`src/rtl/core/uuidgen_pkg.sv`:
```
// Shared types, constants and the xoshiro256++ step function for the UUIDv7 generator.
package uuidgen_pkg;

   localparam int unsigned WordWidth    = 64;
   localparam int unsigned TsWidth      = 48;
   localparam int unsigned SeqWidth     = 12;
   localparam int unsigned GenWords     = 4;
   localparam int unsigned RegIdxWidth  = 2;
   localparam int unsigned CsrAddrWidth = 5;
   localparam int unsigned RandBits     = 62;

   localparam int unsigned RotSum   = 23;
   localparam int unsigned ShiftMix = 17;
   localparam int unsigned RotTail  = 45;

   localparam logic [3:0] UuidVersion = 4'h7;
   localparam logic [1:0] UuidVariant = 2'b10;

   // register indexes of the seed words
   localparam logic [RegIdxWidth-1:0] RegSeedA = 2'd0;
   localparam logic [RegIdxWidth-1:0] RegSeedB = 2'd1;
   localparam logic [RegIdxWidth-1:0] RegSeedC = 2'd2;
   localparam logic [RegIdxWidth-1:0] RegSeedD = 2'd3;

   localparam logic [WordWidth-1:0] SeedResetA = 64'd1;
   localparam logic [WordWidth-1:0] SeedResetB = 64'd0;
   localparam logic [WordWidth-1:0] SeedResetC = 64'd0;
   localparam logic [WordWidth-1:0] SeedResetD = 64'd0;

   typedef logic [WordWidth-1:0] word_type;
   typedef word_type [GenWords-1:0] gen_state_type;

   typedef struct packed {
      gen_state_type state;
      word_type      value;
   } gen_step_type;

   // One xoshiro256++ advance: output value and next state.
   function automatic gen_step_type gen_advance(input gen_state_type s);
      gen_step_type r;
      word_type     sum;
      word_type     shifted;
      word_type     w0;
      word_type     w1;
      word_type     w2;
      word_type     w3;
      sum     = s[0] + s[3];
      r.value = {sum[WordWidth-1-RotSum:0], sum[WordWidth-1:WordWidth-RotSum]} + s[0];
      shifted = {s[1][WordWidth-1-ShiftMix:0], {ShiftMix{1'b0}}};
      w2 = s[2] ^ s[0];
      w3 = s[3] ^ s[1];
      w1 = s[1] ^ w2;
      w0 = s[0] ^ w3;
      w2 = w2 ^ shifted;
      w3 = {w3[WordWidth-1-RotTail:0], w3[WordWidth-1:WordWidth-RotTail]};
      r.state[0] = w0;
      r.state[1] = w1;
      r.state[2] = w2;
      r.state[3] = w3;
      return r;
   endfunction

endpackage

```
`src/rtl/core/uuidv7_generator_unit.sv`:
```
// Top level of the UUIDv7 generator: request/result pipeline, generator state and seed registers.
//   Request channel (req_valid / req_stall / req_timestamp_ms) brings a 48-bit
//   millisecond timestamp; the result channel (rsp_valid / rsp_stall /
//   rsp_uuid_upper / rsp_uuid_lower) returns one 128-bit UUIDv7 per request,
//   in request order. A transfer happens at a rising edge with valid high and
//   stall low.
//   Path: a request taken is latched in the input register; its UUID is
//   formed from there and loaded into the result register, which drives
//   rsp_valid, as soon as the result register is free.
//   Throughput: one request per cycle while the receiver does not stall. Both
//   generator advances (sequence reload and random field) are chained in the
//   single stage between the two registers, so the generator state never waits on itself.
//   Stall: when the receiver stalls, the result register holds; an empty
//   input register still takes one more request, and req_stall is high
//   while the input register holds a request, until the result is taken.
//   Reset (synchronous, active high) empties both registers, loads the seed
//   registers with 1,0,0,0, copies them to the generator and clears the last
//   timestamp and the sequence count.
//   CSR port: four 64-bit seed words at byte addresses 0, 8, 16, 24; a write
//   also loads that generator word. Write only while the block is idle.
module uuidv7_generator_unit
   import uuidgen_pkg::*;
(
   input  logic                    clock,
   input  logic                    reset,
   // request channel
   input  logic                    req_valid,
   output logic                    req_stall,
   input  logic [TsWidth-1:0]      req_timestamp_ms,
   // result channel
   output logic                    rsp_valid,
   input  logic                    rsp_stall,
   output logic [WordWidth-1:0]    rsp_uuid_upper,
   output logic [WordWidth-1:0]    rsp_uuid_lower,
   // CSR port
   input  logic                    csr_psel,
   input  logic                    csr_penable,
   input  logic                    csr_pwrite,
   input  logic [CsrAddrWidth-1:0] csr_paddr,
   input  logic [WordWidth-1:0]    csr_pwdata,
   output logic [WordWidth-1:0]    csr_prdata,
   output logic                    csr_pready
);

   // input register
   logic               in_valid_ff, in_valid_in;
   logic [TsWidth-1:0] in_ts_ff, in_ts_in;

   // result register
   logic                 rsp_valid_ff, rsp_valid_in;
   logic [WordWidth-1:0] rsp_upper_ff, rsp_upper_in;
   logic [WordWidth-1:0] rsp_lower_ff, rsp_lower_in;

   // generator and sequence state
   gen_state_type        gen_ff, gen_in;
   logic [TsWidth-1:0]   prev_ts_ff, prev_ts_in;
   logic [SeqWidth-1:0]  seq_ff, seq_in;
   gen_state_type        seed_ff, seed_in;

   logic                   rsp_ready;
   logic                   advance;
   logic                   csr_write;
   logic [RegIdxWidth-1:0] csr_idx;
   logic                   ts_repeat;
   gen_step_type           step_seq;
   gen_step_type           step_rnd;
   gen_state_type          gen_mid;
   logic [SeqWidth-1:0]    seq_next;

   // Result register frees up when empty or being taken this cycle.
   assign rsp_ready = !rsp_valid_ff || !rsp_stall;
   assign advance   = in_valid_ff && rsp_ready;
   assign req_stall = in_valid_ff && !rsp_ready;

   assign csr_write  = csr_psel && csr_penable && csr_pwrite && csr_pready;
   assign csr_idx    = csr_paddr[CsrAddrWidth-1:CsrAddrWidth-RegIdxWidth];
   assign csr_pready = 1'b1;
   assign csr_prdata = seed_ff[csr_idx];

   // UUID formation: a new timestamp reloads the sequence from one advance,
   // a repeated one bumps it; a further advance always feeds the random bits.
   assign ts_repeat = (in_ts_ff == prev_ts_ff);
   assign step_seq  = gen_advance(gen_ff);
   assign gen_mid   = ts_repeat ? gen_ff : step_seq.state;
   assign seq_next  = ts_repeat ? seq_ff + SeqWidth'(1) : step_seq.value[SeqWidth-1:0];
   assign step_rnd  = gen_advance(gen_mid);

   always_comb begin
      in_valid_in  = in_valid_ff;
      in_ts_in     = in_ts_ff;
      rsp_valid_in = rsp_valid_ff;
      rsp_upper_in = rsp_upper_ff;
      rsp_lower_in = rsp_lower_ff;
      gen_in       = gen_ff;
      prev_ts_in   = prev_ts_ff;
      seq_in       = seq_ff;
      seed_in      = seed_ff;

      // take a request whenever the input register is empty or moving on
      if (!req_stall) begin
         in_valid_in = req_valid;
         in_ts_in    = req_timestamp_ms;
      end

      if (rsp_ready) begin
         rsp_valid_in = in_valid_ff;
      end

      if (advance) begin
         rsp_upper_in = {in_ts_ff, UuidVersion, seq_next};
         rsp_lower_in = {UuidVariant, step_rnd.value[WordWidth-1:WordWidth-RandBits]};
         gen_in       = step_rnd.state;
         prev_ts_in   = in_ts_ff;
         seq_in       = seq_next;
      end

      // seeds must be written only while idle, not enforced; load both the register and the word
      if (csr_write) begin
         unique case (csr_idx)
            RegSeedA: begin
               seed_in[RegSeedA] = csr_pwdata;
               gen_in[RegSeedA]  = csr_pwdata;
            end
            RegSeedB: begin
               seed_in[RegSeedB] = csr_pwdata;
               gen_in[RegSeedB]  = csr_pwdata;
            end
            RegSeedC: begin
               seed_in[RegSeedC] = csr_pwdata;
               gen_in[RegSeedC]  = csr_pwdata;
            end
            RegSeedD: begin
               seed_in[RegSeedD] = csr_pwdata;
               gen_in[RegSeedD]  = csr_pwdata;
            end
            default: begin
               seed_in = seed_ff;
            end
         endcase
      end
   end

   always_ff @(posedge clock) begin
      if (reset) begin
         in_valid_ff       <= 1'b0;
         rsp_valid_ff      <= 1'b0;
         prev_ts_ff        <= '0;
         seq_ff            <= '0;
         seed_ff[RegSeedA] <= SeedResetA;
         seed_ff[RegSeedB] <= SeedResetB;
         seed_ff[RegSeedC] <= SeedResetC;
         seed_ff[RegSeedD] <= SeedResetD;
         gen_ff[RegSeedA]  <= SeedResetA;
         gen_ff[RegSeedB]  <= SeedResetB;
         gen_ff[RegSeedC]  <= SeedResetC;
         gen_ff[RegSeedD]  <= SeedResetD;
      end else begin
         in_valid_ff  <= in_valid_in;
         rsp_valid_ff <= rsp_valid_in;
         prev_ts_ff   <= prev_ts_in;
         seq_ff       <= seq_in;
         seed_ff      <= seed_in;
         gen_ff       <= gen_in;
      end
   end

   // payload registers, no reset
   always_ff @(posedge clock) begin
      in_ts_ff     <= in_ts_in;
      rsp_upper_ff <= rsp_upper_in;
      rsp_lower_ff <= rsp_lower_in;
   end

   assign rsp_valid      = rsp_valid_ff;
   assign rsp_uuid_upper = rsp_upper_ff;
   assign rsp_uuid_lower = rsp_lower_ff;

endmodule

```
`config.mk`:
```
export PLATFORM = sky130hd
export DESIGN_NAME = uuidv7_generator_unit
export DESIGN_NICKNAME = d
export VERILOG_FILES = /design/src/rtl/core/uuidgen_pkg.sv /design/src/rtl/core/uuidv7_generator_unit.sv
export SDC_FILE = /design/constraint.sdc
export NUM_CORES = 2
export LEC_CHECK = 0
export ABC_AREA = 1
export BUFFER_PORTS_ARGS = -buffer_cell sky130_fd_sc_hd__buf_2
export CAP_MARGIN = 20
export CORE_MARGIN = 2
export CORE_UTILIZATION = 45
export DETAILED_ROUTE_END_ITERATION = 7
export SLEW_MARGIN = 0
export SYNTH_ARGS = -nofsm -noshare
export SYNTH_HDL_FRONTEND = slang
export SYNTH_SLANG_ARGS = --single-unit
```
`constraint.sdc`:
```
create_clock -name clock -period 8.86 [get_ports clock]
set_input_delay 0.886 -clock clock [delete_from_list [all_inputs] [get_ports clock]]
set_output_delay 0.886 -clock clock [all_outputs]
set_load 0.05 [all_outputs]
```
# Word-level counts from Yosys, hierarchy flattened
# Cells that the tools add are included.
[op_classes]
n_reduce_logical = 13
n_div = 0
eq_ne = 4
order_cmp = 1
n_mux = 10
n_bitwise = 10
mul = 0
add_sub_neg = 5
shift = 0
[ops]
columns = ["operator", "n"]
rows = [
  ["256-bit 2-to-1 mux", 3],
  ["64-bit bitwise XOR", 10],
  ["64-bit 2-to-1 mux", 5],
  ["64-bit adder", 2],
  ["64-bit binary-select mux with 2-bit select", 1],
  ["53-bit adder", 1],
  ["48-bit == test", 1],
  ["12-bit by 1-bit adder with 12-bit output, second input constant", 1],
  ["12-bit adder", 1],
  ["12-bit 2-to-1 mux", 1],
  ["2-bit AND reduction", 4],
  ["2-bit == test, second input constant", 2],
  ["1-bit logical AND", 4],
  ["1-bit zero test", 3],
  ["2-bit by 3-bit less-than comparator with 1-bit output, second input constant", 1],
  ["2-bit by 1-bit == test with 1-bit output, second input constant", 1],
  ["2-bit zero test", 1],
  ["1-bit logical OR", 1],
]
[totals]
rom_bits = 0
inputBits = 124
register_bits = 744
ramBits = 0
mem_count = 0
latchBits = 0

# Depth between registers and ports, before layout
[depth]
word_depth = 8
mapped_depth = 45
mapped_depth_nobuf = 43

# Worst setup path before layout
# Ideal clock, no wire load.
[synth_path]
path_kind = "input -> register"
start = "input rsp_stall"
end = "register rsp_lower_ff[0], in the netlist rsp_uuid_lower[0] (enable)"
setup_slack_ns = 3.066
stages = 6
arrival_ns = 5.261
setup_time_ns = 0.533
required_ns = 8.327
path_cell_list = "nand2_1 -> inv_1 -> nor2_1 -> clkbuf_1 -> buf_1 -> buf_1"
[synth_between]
elab_chain_cells = 3
[synth_rtl]
columns = ["element", "line_no", "rtl"]
rows = [
  ["start, declared", "uuidv7_generator_unit.sv:32", "input logic rsp_stall,"],
  ["1-bit zero test", "uuidv7_generator_unit.sv:71", "assign rsp_ready = !rsp_valid_ff || !rsp_stall;"],
  ["1-bit logical OR", "uuidv7_generator_unit.sv:71", ""],
  ["1-bit logical AND", "uuidv7_generator_unit.sv:72", "assign advance = in_valid_ff && rsp_ready;"],
  ["named net advance", "uuidv7_generator_unit.sv:61", "logic advance;"],
  ["end signal, assigned", "uuidv7_generator_unit.sv:171", "rsp_lower_ff <= rsp_lower_in;"],
  ["end, declared", "uuidv7_generator_unit.sv:52", "logic [WordWidth-1:0] rsp_lower_ff, rsp_lower_in;"],
]
# The timed path passes the listed nets, and every way through them passes these cells.
# A chain may end at the register's enable or synchronous reset.

==> metrics.md <==
| Metric | Value |
|---|---|
| Status | finished clean |
| Final cell count without fillers | just over 9000 |
| Pleak | 25.49 nW |
| Fin crit period | approximately 7.8 ns |
| Area leader, netlist | dfxtp_1 |
| Io pins | 319 |
| Register area share after synthesis | 0.3285 |
| CTS Hold Bufs | 0 |
| Reg2Reg Depth | 35 |
| Critical Path Fanout Max | 25 |
| Die Y | about 340 um |
| Cell area after layout | ~56000 um2 |
| Data arrival, critical path | between 8 and 9 ns |
| Core footprint | 111000 um2 |
| Flops & latches, synth | 744 |
| Grt peak-use layer | met2 |
| CTS sink count | 744 |
| Max Cap Viol | 0 |
| Worst IR Drop VDD | 0.2020 mV |
| PortBufs | between 300 and 400 |
| DR DRC count | 0 |
| Multi-input combinational cell area | 29640 um2 |
| Clock skew | 0.07609 ns |
| Die Width | 339.1 um |
| Setup Buffers After CTS | 0 |
| Sequential cell area | 16600 um2 |
| Worst-Margin Slew | approximately 1.3 ns |
| CTS tree | yes |
| CTS HTree Levels | 3 |
| Num CTS Buffers | slightly below 90 |
| Share of cells above drive strength 1 | 0.09745 |
| Routed Wire Length | approximately 230 mm |
| Yosys cell types | 60 |
| Initial antenna violation count | 10 |
| Syn_area_per_cell | roughly 6.8 um2 |
| Final Max Slew Viols | 0 |
| M2 GR Usage | 0.5834 |
| Largest net degree at the start of global routing | 207 |
| Nets | 7880 |
| Reg-to-reg setup timing slack | 1.05 ns |
| Setup CP Type | reg -> reg |
| Area contributors post-synth | dfxtp_1, nand2_1, edfxtp_1 |
| Antenna Nets Post-Route | 0 |
| Cells after Synth | 7432 |
| Critical Path RT | between 9 and 10 ns |
| Final worst-path cycle share | 0.8813 |
| CTS clk-pin slew, worst paths | roughly 0.060 ns |
| Worst hold path type | in -> reg |
| Crit start category | flip-flop |
| Finish-stage setup viols | 0 |
| Cell Pwr Density | between 300 and 400 nW/um2 |
| Hold Crit Endpoint | in_ts_ff[1]$_DFFE_PN_ |
| Routed len/inst | approximately 25 um |
| Fill count | 11374 |
| Final HPWL DP | 182.4 mm |
| DP Area | 53360 um2 |
| Post-Synthesis Cell Area | 50520 um2 |
| RD Place Congestion | roughly 1.0 |
| Clock Path Buffers | 3 |
| Final hold vios | 0 |
| Prevailing post-synth register cell | dfxtp_1 |
| Worst flop-to-flop path endpoint | rsp_uuid_lower[58]$_DFFE_PP_ |
| Routing usage on met1 | 0.5177 |
| Fraction of registers with async set/reset | 0 |
| Post-synth EDFFs | 170 |
| Via count | ~52000 |
| Vias in the first global route | 47476 |
| # resized after CTS | 0 |
| Startpoint of the worst hold path | req_timestamp_ms[1] |
| Worst-Skew Late Latency | 0.72 ns |
| Die ar. | 115000 um2 |
| Global-route wire length before repair | 328.3 mm |
| Area Growth Syn to Fin | 11.69% |
| Vias per Instance | 5.699 |
| Placed insts | around 9000 |
| Pwr Total | 20.82 mW |
| Total GRT Usage | 0.3894 |
| Unrepaired setup endpoints after global routing | no |
| Num rows | 122 |
| 1st-pass router iterations | 6 |
| Starting DRT DRC Count | 6329 |
| Warnings, synthesis | 0 |
| Critical path's most frequent cell | nand2_1 |
| Slew HR | 0.1413 |
| F_max | 0.1281 GHz |
| Met3 usage in global routing | 0.07980 |
| Crit end category | flip-flop |
| Grt total ovfl | 0 |
| Post-synth top area share | 0.2274 |
| Hold Crit Depth | 1 |
| CP peak stage delay | 0.87 ns |
| Initial cell density of the core | 0.4553 |
| Total negative slack | 0 ns |
| Slowest CP cell | xor2_1 |
| Worst R2R Start | in_ts_ff[1]$_DFFE_PN_ |
| Clock root buffer | clkbuf_16 |
## cell usage after synthesis, drive strengths merged (2+ instances only)
library cell and n:
a211oi 3, a21boi 5, a21o 5, a21oi 897, a22oi 111, a31oi 40, and2 4, and3 6
buf 73, clkbuf 238, clkinv 9, conb 2, dfxtp 574, edfxtp 170, ha 153, inv 801
nand2 2158, nand3 290, nand3b 22, nand4 23, nor2 529, nor3 33, nor4 7, o2111ai 2
o211ai 210, o21a 15, o21ai 415, o21bai 8, o221ai 6, o311ai 3, o31ai 5, or2 39
xnor2 145, xor2 424
## kinds of logic (layout without fill, tap and decap cells)
group,after synthesis,count (layout),share of synthesized area
AND/OR/NAND/NOR,3113,3113,0.2562
AO/OA/AOI/OAI,1729,1729,0.1915
buffers and inverters,1121,1360,0.08670
flip-flops,744,744,0.3285
XOR/XNOR,569,569,0.09864
adder cells (fa/ha/maj),154,154,0.03829
other,2,14,0.0001486
## metal layers
layer	up-vias	wire, um
li1	24702	-
met4	8	15740
met1	24583	95720
met2	2535	98090
met5	-	44
met3	434	22310
## critical path, delay by kind of cell (launching register included)
kind	cells	cell delay [ns]
compound gates	7	1.31
fa+ha+maj	2	0.93
flops	1	0.40
buf+inv	4	0.69
xor+xnor	1	0.87
simple gates	21	3.25
## registers in the layout, summed over array words and instances (netlist names)
signal,cells
seq_ff,12
in_valid_ff,1
in_ts_ff,48
rsp_valid,1
gen_ff,256
rsp_uuid_lower,62
prev_ts_ff,48
seed_ff,256
rsp_uuid_upper,60
## worst max-delay path by stage
stage	start	to	slack (ns)	cells past startpoint
floorplan	rsp_stall	rsp_uuid_lower[0]$_DFFE_PP_	3.07	6
global placement	in_ts_ff[0]$_DFFE_PN_	rsp_uuid_lower[61]$_DFFE_PP_	1.46	38
detailed placement	in_ts_ff[0]$_DFFE_PN_	rsp_uuid_lower[61]$_DFFE_PP_	1.46	38
CTS	in_ts_ff[1]$_DFFE_PN_	rsp_uuid_lower[61]$_DFFE_PP_	1.36	38
global route	in_ts_ff[1]$_DFFE_PN_	rsp_uuid_lower[61]$_DFFE_PP_	0.59	38
finish	in_ts_ff[1]$_DFFE_PN_	rsp_uuid_lower[58]$_DFFE_PP_	1.05	35
## layout make-up
| cell class | count | area share |
|---|---|---|
| clock inverter | 47 | 0.01064 |
| multi-input combinational | 5572 | 0.5252 |
| inverter | 810 | 0.05421 |
| tap | 1488 | 0.03299 |
| clock buffer | 117 | 0.04293 |
| sequential | 744 | 0.2941 |
| timing repair buffer | 386 | 0.03960 |
| antenna | 7 | 0.0003104 |
## cell usage in the layout (no fill, tap or decap), types with 7 or more instances in the layout
master,n
buf_12,8
dfxtp_1,574
clkbuf_8,9
nor2_2,23
clkbuf_1,19
o211ai_1,210
nand3b_1,20
conb_1,7
xnor2_1,145
nand2_2,70
a31oi_1,40
diode_2,7
o21bai_1,7
xor2_1,424
nor2_1,484
nor2_4,20
nand2_1,2076
or2_2,38
clkbuf_16,89
o21a_1,15
nor4_1,7
a21oi_1,896
nor3_1,32
nand4_1,23
inv_2,25
nand2_4,12
clkinv_1,11
buf_2,308
clkinv_2,21
o21ai_0,408
ha_1,153
edfxtp_1,170
nand3_2,20
bufinv_16,9
nand3_1,269
a22oi_1,111
inv_1,775
buf_4,68
## power by group
part	switching [mW]	leakage, nW	internal, mW	total [mW]
clock	1.63	1.48	2.21	3.83
combinational	8.99	17.7	3.54	12.5
sequential	0.325	6.34	4.13	4.45
## through the flow
stage / utilization / hold slack (ns) / setup slack [ns]
detailed placement: 0.4808 / 0.4440 / 1.460
global placement: 0.4808 / 0.4440 / 1.460
global route: 0.5083 / 0.3333 / 0.5859
floorplan: - / 0.4268 / 3.066
finish: 0.5085 / 0.3500 / 1.052
CTS: 0.5081 / 0.3148 / 1.360
Note: power is estimated with default switching activity, not from simulation.
